--- src/design/ntt_ram.sv ---
`default_nettype none
module ntt_ram #(
  parameter int WIDTH = 64,
  parameter int DEPTH = 64
) (
  input  wire logic                     clk,
  input  wire logic                     we,
  input  wire logic [$clog2(DEPTH)-1:0] waddr,
  input  wire logic [WIDTH-1:0]         wdata,
  input  wire logic                     re,
  input  wire logic [$clog2(DEPTH)-1:0] raddr,
  output logic      [WIDTH-1:0]         rdata
);

  logic [WIDTH-1:0] mem [DEPTH];

  always_ff @(posedge clk) begin
    if (we) begin
      mem[waddr] <= wdata;
    end
    if (re) begin
      rdata <= mem[raddr];
    end
  end

endmodule
`default_nettype wire

--- config.mk ---
export PLATFORM = sky130hd
export DESIGN_NAME = ntt_ram
export DESIGN_NICKNAME = d
export VERILOG_FILES = /design/src/design/ntt_ram.sv
export SDC_FILE = /design/constraint.sdc
export NUM_CORES = 2
export LEC_CHECK = 0
export BUFFER_PORTS_ARGS = -buffer_cell sky130_fd_sc_hd__clkbuf_2
export CAP_MARGIN = 10
export CORE_ASPECT_RATIO = 1.1
export CORE_MARGIN = 4
export CORE_UTILIZATION = 40
export CTS_CLUSTER_DIAMETER = 50
export DETAILED_ROUTE_END_ITERATION = 10
export HOLD_SLACK_MARGIN = 0.05
export SYNTH_ARGS = -nofsm -noshare
export SYNTH_HDL_FRONTEND = slang
export SYNTH_SLANG_ARGS = --single-unit
export TNS_END_PERCENT = 30
--- constraint.sdc ---
create_clock -name clk -period 6.9 [get_ports clk]
set_input_delay 0.345 -clock clk [delete_from_list [all_inputs] [get_ports clk]]
set_output_delay 0.345 -clock clk [all_outputs]
set_load 0.01 [all_outputs]
==> results.sh <==
export IMPL_synth_compound_gate_area_share_pct=2.47
export IMPL_ys_ff_latch=4160
export IMPL_synth_mux_area_share_pct=15.6
export IMPL_post_route_min_period_ns=3.23
export IMPL_start_kind="primary input"
export IMPL_grt_pass1_wl_mm=608
export IMPL_dr_wl_met2_mm=221
export IMPL_critPathMaxStageDelay_ns=0.86
export IMPL_p_leak_nw=55.3
export IMPL_dp_hpwl_mm=229
export IMPL_synth_cell_types=32
export IMPL_reg2reg_to="rdata[42]"
export IMPL_grt_max_degree=120
export IMPL_vias=74800
export IMPL_synth_top_family_by_area="multiplexers"
export IMPL_cp_end_kind="flip-flop"
export IMPL_relSlewSlack_pct=13.0
export IMPL_drtPass1Iterations=6
export IMPL_cts_made_buffers=413
export IMPL_syn_inst=6598
export IMPL_period_share_pct=46.8
export IMPL_seqPwrFrac_pct=53.2
export IMPL_num_rows=241
export IMPL_cp_data_required_time_ns=7.47
export IMPL_core_area_um2=391000
export IMPL_cts_sinks=4160
export IMPL_p_int_w=0.0418
export IMPL_wire_per_inst_um=34.6
export IMPL_start_util_pct=40.1
export IMPL_arrival_ns=3.80
export IMPL_r2r_start="mem[0][42]"
export IMPL_track_usage_pct=21.4
export IMPL_synth_yosys_seq_area_share_pct=79.6
export IMPL_final_layout_size_suffix_gt1_share_pct=28.6
export IMPL_combPwrFrac_pct=4.5
export IMPL_final_nets=7109
export IMPL_drtIter0Drc=8662
export IMPL_switchingPower_w=0.0111
export IMPL_cp_max_fo=87
export IMPL_outcome="complete, no violations"
export IMPL_max_freq_mhz=310
export IMPL_synth_area_per_cell_um2=23.8
export IMPL_tightest_slew_ns=1.30
export IMPL_synth_warnings=0
export IMPL_critPathSlowestCell="buf_4"
export IMPL_drv_slew=0
export IMPL_gp_congestion=0.768
export IMPL_skew_ns=0.0667
export IMPL_top_layer="met5"
export IMPL_die_y_um=665
export IMPL_critPathKind="primary input to flip-flop"
export IMPL_p_clk_share_pct=42.3
export IMPL_wl_met3_mm=31.9
export IMPL_place_port_buffers=142
export IMPL_cts_tree="built"
export IMPL_swShare_pct=21.0
export IMPL_yosys_area_share_adder_pct=0
export IMPL_h_tree_depth=5
export IMPL_die_area_um2=403000
export IMPL_r2r_slack_ns=4.62
export IMPL_maxCapViolCount=0
export IMPL_clock_latency_ns=0.93
export IMPL_tns_ns=0
export IMPL_whs_path_depth=2
export IMPL_die_w_um=605
export IMPL_synth_xor_area_share_pct=0
export IMPL_drtAntennaViolNets=0
export IMPL_grt_antenna_before_repair=22
export IMPL_ff2ff_path_depth=4
export IMPL_cts_buffer_depth=4
export IMPL_final_util_pct=45.8
export IMPL_place_inst=11800
export IMPL_ir_worst_vdd_mv=0.244
export IMPL_rsz0062_at_grt="no"
export IMPL_cts_resized=0
export IMPL_grt_pass1_vias=76100
export IMPL_power_total_w=0.0529
export IMPL_cts_clk_slew_worst_paths_ns=0.06
export IMPL_drt_total_wl_mm=436
export IMPL_via_per_inst=5.93
export IMPL_crit_start="raddr[0]"
export IMPL_hold_path_class="primary input to flip-flop"
export IMPL_synth_simple_area_share_pct=1.23
export IMPL_hold_viol=0
export IMPL_endpoint="rdata[41]"
export IMPL_setup_viol=0
export IMPL_overflow=0
export IMPL_final_cells=12600
export IMPL_cp_cell_sequence="buf_12 -> buf_4 -> buf_4 -> mux4_2 -> mux2i_1 -> nand2_1 -> a41oi_1 -> a211oi_1"
export IMPL_area_growth_pct=14.1
export IMPL_netlist_area_um2=157000
export IMPL_drc=0
export IMPL_num_io_pins=143
export IMPL_cts_root_buffer="clkbuf_16"
export IMPL_power_density_nw_per_um2=295
export IMPL_syn_nets=6677
export IMPL_m1WireLength_mm=169
export IMPL_cpMostUsedCell="buf_4"
==> layout make-up <==
type | count | area (µm²)
Fill cell | 32200 | 212000
Sequential cell | 4160 | 125000
Multi-Input combinational cell | 2049 | 30800
Clock buffer | 494 | 10800
Tap cell | 5224 | 6540
Timing Repair Buffer | 387 | 3370
Clock inverter | 261 | 2600
Inverter | 19 | 71.3
Antenna cell | 12 | 30.0
==> cell families (layout without fill, tap and decap cells) <==
kind of cell	Yosys count	after routing
AND/OR/NAND/NOR	386	386
flip-flops	4160	4160
buffers and inverters	389	1161
AO/OA/AOI/OAI	504	504
other	0	12
multiplexers	1159	1159
==> synthesized netlist by cell type <==
library cell | count | area (µm²)
edfxtp_1 | 4160 | 125000
mux4_2 | 1024 | 23100
buf_2 | 170 | 851
a22oi_1 | 168 | 1260
clkbuf_1 | 140 | 526
mux2i_1 | 135 | 1350
nor2_1 | 112 | 420
a22o_1 | 88 | 771
o22ai_1 | 83 | 519
and3_1 | 64 | 400
a211oi_1 | 63 | 473
nand2_1 | 58 | 218
nand3_1 | 45 | 225
o221ai_1 | 38 | 333
buf_4 | 34 | 255
or3_1 | 29 | 181
nor2b_1 | 28 | 175
or2_2 | 28 | 175
a41oi_1 | 26 | 228
buf_1 | 20 | 75.1
a2bb2oi_1 | 19 | 166
inv_1 | 19 | 71.3
a31oi_1 | 18 | 113
nand2b_1 | 11 | 68.8
buf_6 | 6 | 67.6
and2_1 | 3 | 18.8
nand3b_1 | 2 | 15.0
nand4_1 | 2 | 12.5
nor3_1 | 2 | 10.0
a31o_1 | 1 | 8.76
nand4b_1 | 1 | 8.76
or3b_2 | 1 | 8.76
==> critical path, delay by kind of cell <==
| family | cells | cell delay, ns |
|---|---|---|
| compound gates | 2 | 0.45 |
| simple gates | 1 | 0.09 |
| buf+inv | 3 | 1.82 |
| mux | 2 | 0.73 |
==> metrics by stage <==
step | worst slack [ns] | hold slack [ns] | cell area (µm²)
final | 3.67 | 0.115 | 179000
after CTS | 3.63 | 0.0539 | 179000
after global routing | 3.44 | 0.102 | 179000
after detailed placement | 2.66 | 0.774 | 165000
after global placement | 2.67 | 0.779 | 165000
after floorplan | 1.12 | 0.444 | 157000
==> registers in the layout, summed over array words and instances, names as in the netlist <==
name	count
rdata	64
mem	4096
==> power groups by stage <==
stage / Combinational [W] / Clock, W / Sequential (W)
finish: 0.00238 / 0.0223 / 0.0282
detailed placement: 0.00238 / 0 / 0.0287
global placement: 0.00234 / 0 / 0.0287
CTS: 0.00239 / 0.0227 / 0.0282
floorplan: 0.00130 / 0 / 0.0286
global route: 0.00253 / 0.0238 / 0.0282
==> repair_timing <==
| item | in CTS | in global routing |
|---|---|---|
| hold endpoints to repair | 80 | 185 |
| setup buffers | 0 | 0 |
| hold buffers | 5 | 13 |
==> metal layers <==
metal	vias to the layer above	track usage (%)
met5	-	0
met4	6	6.41
met3	691	3.23
met2	3306	36.3
met1	41300	28.7
li1	29500	-
==> how the worst min path moves through the flow <==
| stage | start | to | slack, ns |
|---|---|---|---|
| floorplan | wdata[0] | mem[0][0] | 0.44 |
| global placement | rdata[32] | rdata[32] | 0.78 |
| detailed placement | rdata[32] | rdata[32] | 0.77 |
| CTS | wdata[34] | mem[57][34] | 0.05 |
| global route | wdata[34] | mem[57][34] | 0.10 |
| finish | wdata[34] | mem[57][34] | 0.12 |
==> cell usage in the layout, fill, tap and decap left out, types with 81 or more instances in the layout <==
master and n:
clkbuf_16 421, mux2i_1 135, a22oi_1 168, clkbuf_2 138, mux4_2 1024, buf_4 170, a22o_1 88, o22ai_1 83
edfxtp_1 4160, clkinv_1 81
Power figures use the tool's default switching activity.
