**config.mk**
```make
export PLATFORM = sky130hd
export DESIGN_NAME = ntt_modmul
export DESIGN_NICKNAME = d
export VERILOG_FILES = /design/src/design/ntt_pkg.sv /design/src/design/ntt_modmul.sv
export SDC_FILE = /design/constraint.sdc
export NUM_CORES = 1
export LEC_CHECK = 0
export BUFFER_PORTS_ARGS = -buffer_cell sky130_fd_sc_hd__buf_2
export CORE_MARGIN = 10
export CORE_UTILIZATION = 65
export CTS_CLUSTER_DIAMETER = 50
export DETAILED_ROUTE_END_ITERATION = 6
export PLACE_DENSITY = 0.86
export SLEW_MARGIN = 20
export SYNTH_ARGS = -nofsm -noshare
export SYNTH_HDL_FRONTEND = slang
export SYNTH_SLANG_ARGS = --single-unit
```
**constraint.sdc**
```tcl
create_clock -name clk -period 12.4 [get_ports clk]
set_clock_uncertainty 0.1 [all_clocks]
set_input_delay 0.62 -clock clk [delete_from_list [all_inputs] [get_ports clk]]
set_output_delay 0.62 -clock clk [all_outputs]
set_load 0.01 [all_outputs]
```
**src/design/ntt_pkg.sv**
```systemverilog
`default_nettype none
package ntt_pkg;

  localparam int DATA_W = 64;
  localparam int IDX_W  = 2;
  localparam int LG_W   = 3;

  typedef logic [DATA_W-1:0] word_t;

  localparam word_t GOLDILOCKS = 64'hFFFF_FFFF_0000_0001;
  localparam word_t ROOT_GOLD  = 64'd7;
  localparam word_t ROOT_OTHER = 64'd3;

  localparam logic [IDX_W-1:0] CFG_MODULUS = 2'd0;
  localparam logic [IDX_W-1:0] CFG_LOG2    = 2'd1;
  localparam logic [IDX_W-1:0] CFG_INVERSE = 2'd2;

  typedef struct packed {
    logic  start;
    word_t a;
    word_t b;
  } mul_req_t;

  // Modular addition of two reduced operands; a zero modulus wraps at 2^64.
  function automatic word_t madd(input word_t a, input word_t b, input word_t m);
    logic [DATA_W:0] s;
    s = {1'b0, a} + {1'b0, b};
    if (m != '0 && (s[DATA_W] || s[DATA_W-1:0] >= m)) begin
      return s[DATA_W-1:0] - m;
    end
    return s[DATA_W-1:0];
  endfunction

  // Modular subtraction of two reduced operands.
  function automatic word_t msub(input word_t a, input word_t b, input word_t m);
    if (a >= b) begin
      return a - b;
    end
    return m - (b - a);
  endfunction

endpackage
`default_nettype wire

```
**src/design/ntt_modmul.sv**
```systemverilog
`default_nettype none
module ntt_modmul (
  input  wire logic              clk,
  input  wire logic              rst_n,
  input  wire ntt_pkg::mul_req_t req,
  input  wire ntt_pkg::word_t    modulus,
  output logic                   done,
  output ntt_pkg::word_t         res
);

  // Double-and-add over the bits of b, most significant first. The a operand
  // must already be reduced.
  logic           busy_r;
  logic           add_ph_r;
  logic [5:0]     cnt_r;
  ntt_pkg::word_t a_r;
  ntt_pkg::word_t b_r;
  ntt_pkg::word_t m_r;
  ntt_pkg::word_t r_r;
  logic           done_r;

  assign done = done_r;
  assign res  = r_r;

  always_ff @(posedge clk) begin
    if (!rst_n) begin
      busy_r   <= 1'b0;
      add_ph_r <= 1'b0;
      cnt_r    <= '0;
      done_r   <= 1'b0;
    end else begin
      done_r <= 1'b0;
      if (req.start) begin
        busy_r   <= 1'b1;
        add_ph_r <= 1'b0;
        cnt_r    <= '0;
        a_r      <= req.a;
        b_r      <= req.b;
        m_r      <= modulus;
        r_r      <= '0;
      end else if (busy_r) begin
        if (!add_ph_r) begin
          r_r <= ntt_pkg::madd(r_r, r_r, m_r);
          if (b_r[ntt_pkg::DATA_W-1]) begin
            add_ph_r <= 1'b1;
          end else begin
            b_r   <= b_r << 1;
            cnt_r <= cnt_r + 6'd1;
            if (&cnt_r) begin
              busy_r <= 1'b0;
              done_r <= 1'b1;
            end
          end
        end else begin
          r_r      <= ntt_pkg::madd(r_r, a_r, m_r);
          add_ph_r <= 1'b0;
          b_r      <= b_r << 1;
          cnt_r    <= cnt_r + 6'd1;
          if (&cnt_r) begin
            busy_r <= 1'b0;
            done_r <= 1'b1;
          end
        end
      end
    end
  end

endmodule
`default_nettype wire

```
==> results_dict.tcl <==
set metrics [dict create \
    worst_slew_pin_slew_ns 1.051 \
    yosysWarnings 0 \
    cts_hold_buf 0 \
    setup_viol 0 \
    numCtsBuffers 38 \
    async_reset_ff_frac 0 \
    fin_cells 3307 \
    post-route-period-util 0.6135 \
    drive_gt1_frac 0.1298 \
    dr_total_vias 22880 \
    ir_drop_mv 0.1386 \
    fp.coreArea_mm2 0.03446 \
    cts_buffer_depth 3 \
    syn_area_mm2 0.02270 \
    rr_worst_depth 25 \
    gp_congestion 1.042 \
    slew_viol_final 0 \
    wl_um 82110 \
    p_leak_nw 10.61 \
    cp_num_cells 25 \
    fp.dieW_um 206.9 \
    antenna_found_initial 1 \
    path_clk_slew_ns 0.06 \
    synth_edf_count 256 \
    slew_headroom 0.2953 \
    final_cell_mix "nand2_1 (306), a21oi_1 (295), buf_2 (258)" \
    area_growth_pct 12.18 \
    synthAdderAreaFrac 0.1090 \
    drc 1 \
    grt_pass1_vias 21480 \
    gr-total-overflow 0 \
    crit_type "reg2reg" \
    cts_root_buf "clkbuf_16" \
    rsz0062_at_grt "no" \
    critPathBufInv 2 \
    synth_compound_area_frac 0.2634 \
    ioPinCount 260 \
    synthCells 2647 \
    cp.arrival_ns 7.98 \
    core.rowCount 68 \
    timing.critical_path.mode_cell "o21ai_0" \
    grtUsageTotal 0.3699 \
    yosys.area_share.simple 0.1600 \
    p_per_area_mw_per_mm2 188.4 \
    clk_latency_ns 0.61 \
    drt_first_pass_iters 7 \
    cp_top_family "compound AO/OA/AOI/OAI gates" \
    slowest_delay_ns 0.46 \
    r2r_slack_ns 4.79 \
    tns_ns 0 \
    syn_area_per_cell_um2 8.575 \
    fmax_mhz 131.4 \
    nets 3212 \
    hold_violations 0 \
    cts_tree "done" \
    start_util 0.6587 \
    r2r_start "res[0]$_SDFFCE_PP0P_" \
    fin_crit_ns 7.608 \
    synth_mux_area_frac 0.007497 \
    status "complete, but fails checks" \
    grt_pass1_wl_um 123300 \
    clock-sinks 265 \
    place.detailed.hpwl_um 61840 \
    crit_slowest_cell "a41oi_1" \
    postRouteAntennaNets 0 \
    crit_required_ns 12.77 \
    avgRoutedWirePerCell_um 24.83 \
    hold_class "in2reg" \
    preCtsSetupSlack_ns 4.701 \
    end_kind "flip-flop" \
    violations "design-rule violations" \
    htree_levels 2 \
    ys_ff_latch 265 \
    cts_setup_buffers 0 \
    die_y_um 206.9 \
    grt_max_degree 104 \
    endpoint "res[62]$_SDFFCE_PP0P_" \
    cts_resized 0 \
    drv_cap 0 \
    yosysSeqAreaShare 0.3466 \
    place_inst 3235 \
    avgViaCountPerCell 6.919 \
    critPathLaunch "res[0]$_SDFFCE_PP0P_" \
    syn_nets 3038 \
    die_area_mm2 0.04280 \
    synth_top_family_by_area "compound AO/OA/AOI/OAI gates" \
    synth-main-ff-cell "edfxtp_1" \
    crit_path_start_kind "flip-flop" \
    synth_xor_area_frac 0.06786 \
    crit_fanout 63 \
    io_buffers 259 \
    final_common_cell "nand2_1" \
    setup_slack_ns 4.792 \
    reg2reg_to "res[62]$_SDFFCE_PP0P_" \
    drt_first_iter_violations 3066 \
    synthDistinctLibCells 85 \
]
-- power by group --
part | internal [W] | switching (W) | total [W]
Sequential | 0.00108 | 0.0000723 | 0.00115
Combinational | 0.000904 | 0.00160 | 0.00251
Clock | 0.000650 | 0.000485 | 0.00113
Total | 0.00264 | 0.00216 | 0.00480
-- how the worst min path moves through the flow --
stage | startpoint | endpoint | slack, ns | cells past startpoint
finish | modulus[5] | m_r[5]$_DFFE_PP_ | 0.08 | 1
global placement | cnt_r[5]$_SDFFE_PP0P_ | cnt_r[5]$_SDFFE_PP0P_ | 0.37 | 2
detailed placement | cnt_r[5]$_SDFFE_PP0P_ | cnt_r[5]$_SDFFE_PP0P_ | 0.38 | 2
floorplan | cnt_r[5]$_SDFFE_PP0P_ | done$_SDFF_PP0_ | 0.36 | 2
CTS | modulus[5] | m_r[5]$_DFFE_PP_ | 0.09 | 1
global route | modulus[5] | m_r[5]$_DFFE_PP_ | 0.08 | 1
-- cell families (layout without fill, tap and decap cells) --
logic type | count (synthesis) | after routing
buf+inv | 266 | 470
compound gates | 938 | 938
simple gates | 790 | 790
flops | 265 | 265
xor+xnor | 175 | 175
other cells | 0 | 1
mux | 17 | 17
fa+ha+maj | 196 | 196
-- synth_stat cells (10+ instances only) --
master,count,share of area
a31oi_1,27,0.0074
a21oi_1,295,0.065
xnor2_1,101,0.039
a21o_1,85,0.028
and3_1,16,0.0044
nor2b_1,18,0.0050
ha_1,193,0.11
a21boi_0,10,0.0033
nand3_1,35,0.0077
or2_2,10,0.0028
mux2i_1,17,0.0075
xor2_1,73,0.028
a211oi_1,90,0.030
o31ai_1,13,0.0043
nand2b_1,18,0.0050
o211ai_1,20,0.0066
and2_1,12,0.0033
or3_1,16,0.0044
nor2_1,190,0.031
clkbuf_1,101,0.017
nand4_1,69,0.019
buf_2,20,0.0044
inv_1,132,0.022
o21a_1,22,0.0073
edfxtp_1,256,0.34
nor4_1,27,0.0074
o21bai_1,47,0.016
nor3_1,50,0.011
o21ai_0,206,0.045
nand2_1,307,0.051
-- registers in the layout, indices dropped and copies added, names as in the netlist --
register and cells:
res 64, a_r 64, add_ph_r 1, busy_r 1
cnt_r 6, m_r 64, b_r 64, done 1
-- stage by stage --
stage	power, W	instance area (µm²)	utilization	hold slack [ns]
floorplan	0.002919	22700	-	0.3577
global placement	0.003515	24110	0.6997	0.3671
detailed placement	0.003557	24110	0.6997	0.3847
CTS	0.004688	25430	0.7379	0.08846
global route	0.005021	25460	0.7389	0.08027
finish	0.004797	25460	0.7389	0.08244
-- layer usage --
layer	vias to the layer above	global-route usage	wire, µm
met5	-	0	17
met1	10710	0.4748	31330
li1	10230	-	-
met2	1618	0.5738	36310
met4	2	0.1858	4764
met3	318	0.09082	9692
-- layout make-up --
cell class	instances	area [µm²]
inverter	133	499.2
multi-input combinational	2116	13830
sequential	265	7871
clock buffer	40	958.4
timing repair buffer	267	1379
clock inverter	30	356.6
antenna	1	2.502
fill	2551	8996
tap	455	569.3
-- worst register-to-register path: stages (launching register included) --
cell	delay, ns
edfxtp_1	0.43
ha_1	0.21
inv_1	0.06
fa_1	0.40
nand2b_1	0.19
a21o_1	0.18
a31o_2	0.27
a41oi_1	0.46
o21ai_0	0.39
a21oi_1	0.46
o221ai_1	0.29
o21ai_1	0.34
a21oi_1	0.14
xnor2_1	0.31
ha_1	0.37
o21ai_0	0.18
o21ai_0	0.11
a211o_1	0.28
a211oi_1	0.29
o211a_1	0.22
a31o_4	0.43
buf_16	0.36
nor2_1	0.26
a221oi_1	0.35
o2111ai_1	0.14
o21ba_2	0.26
(Power assumes the default switching activity.)
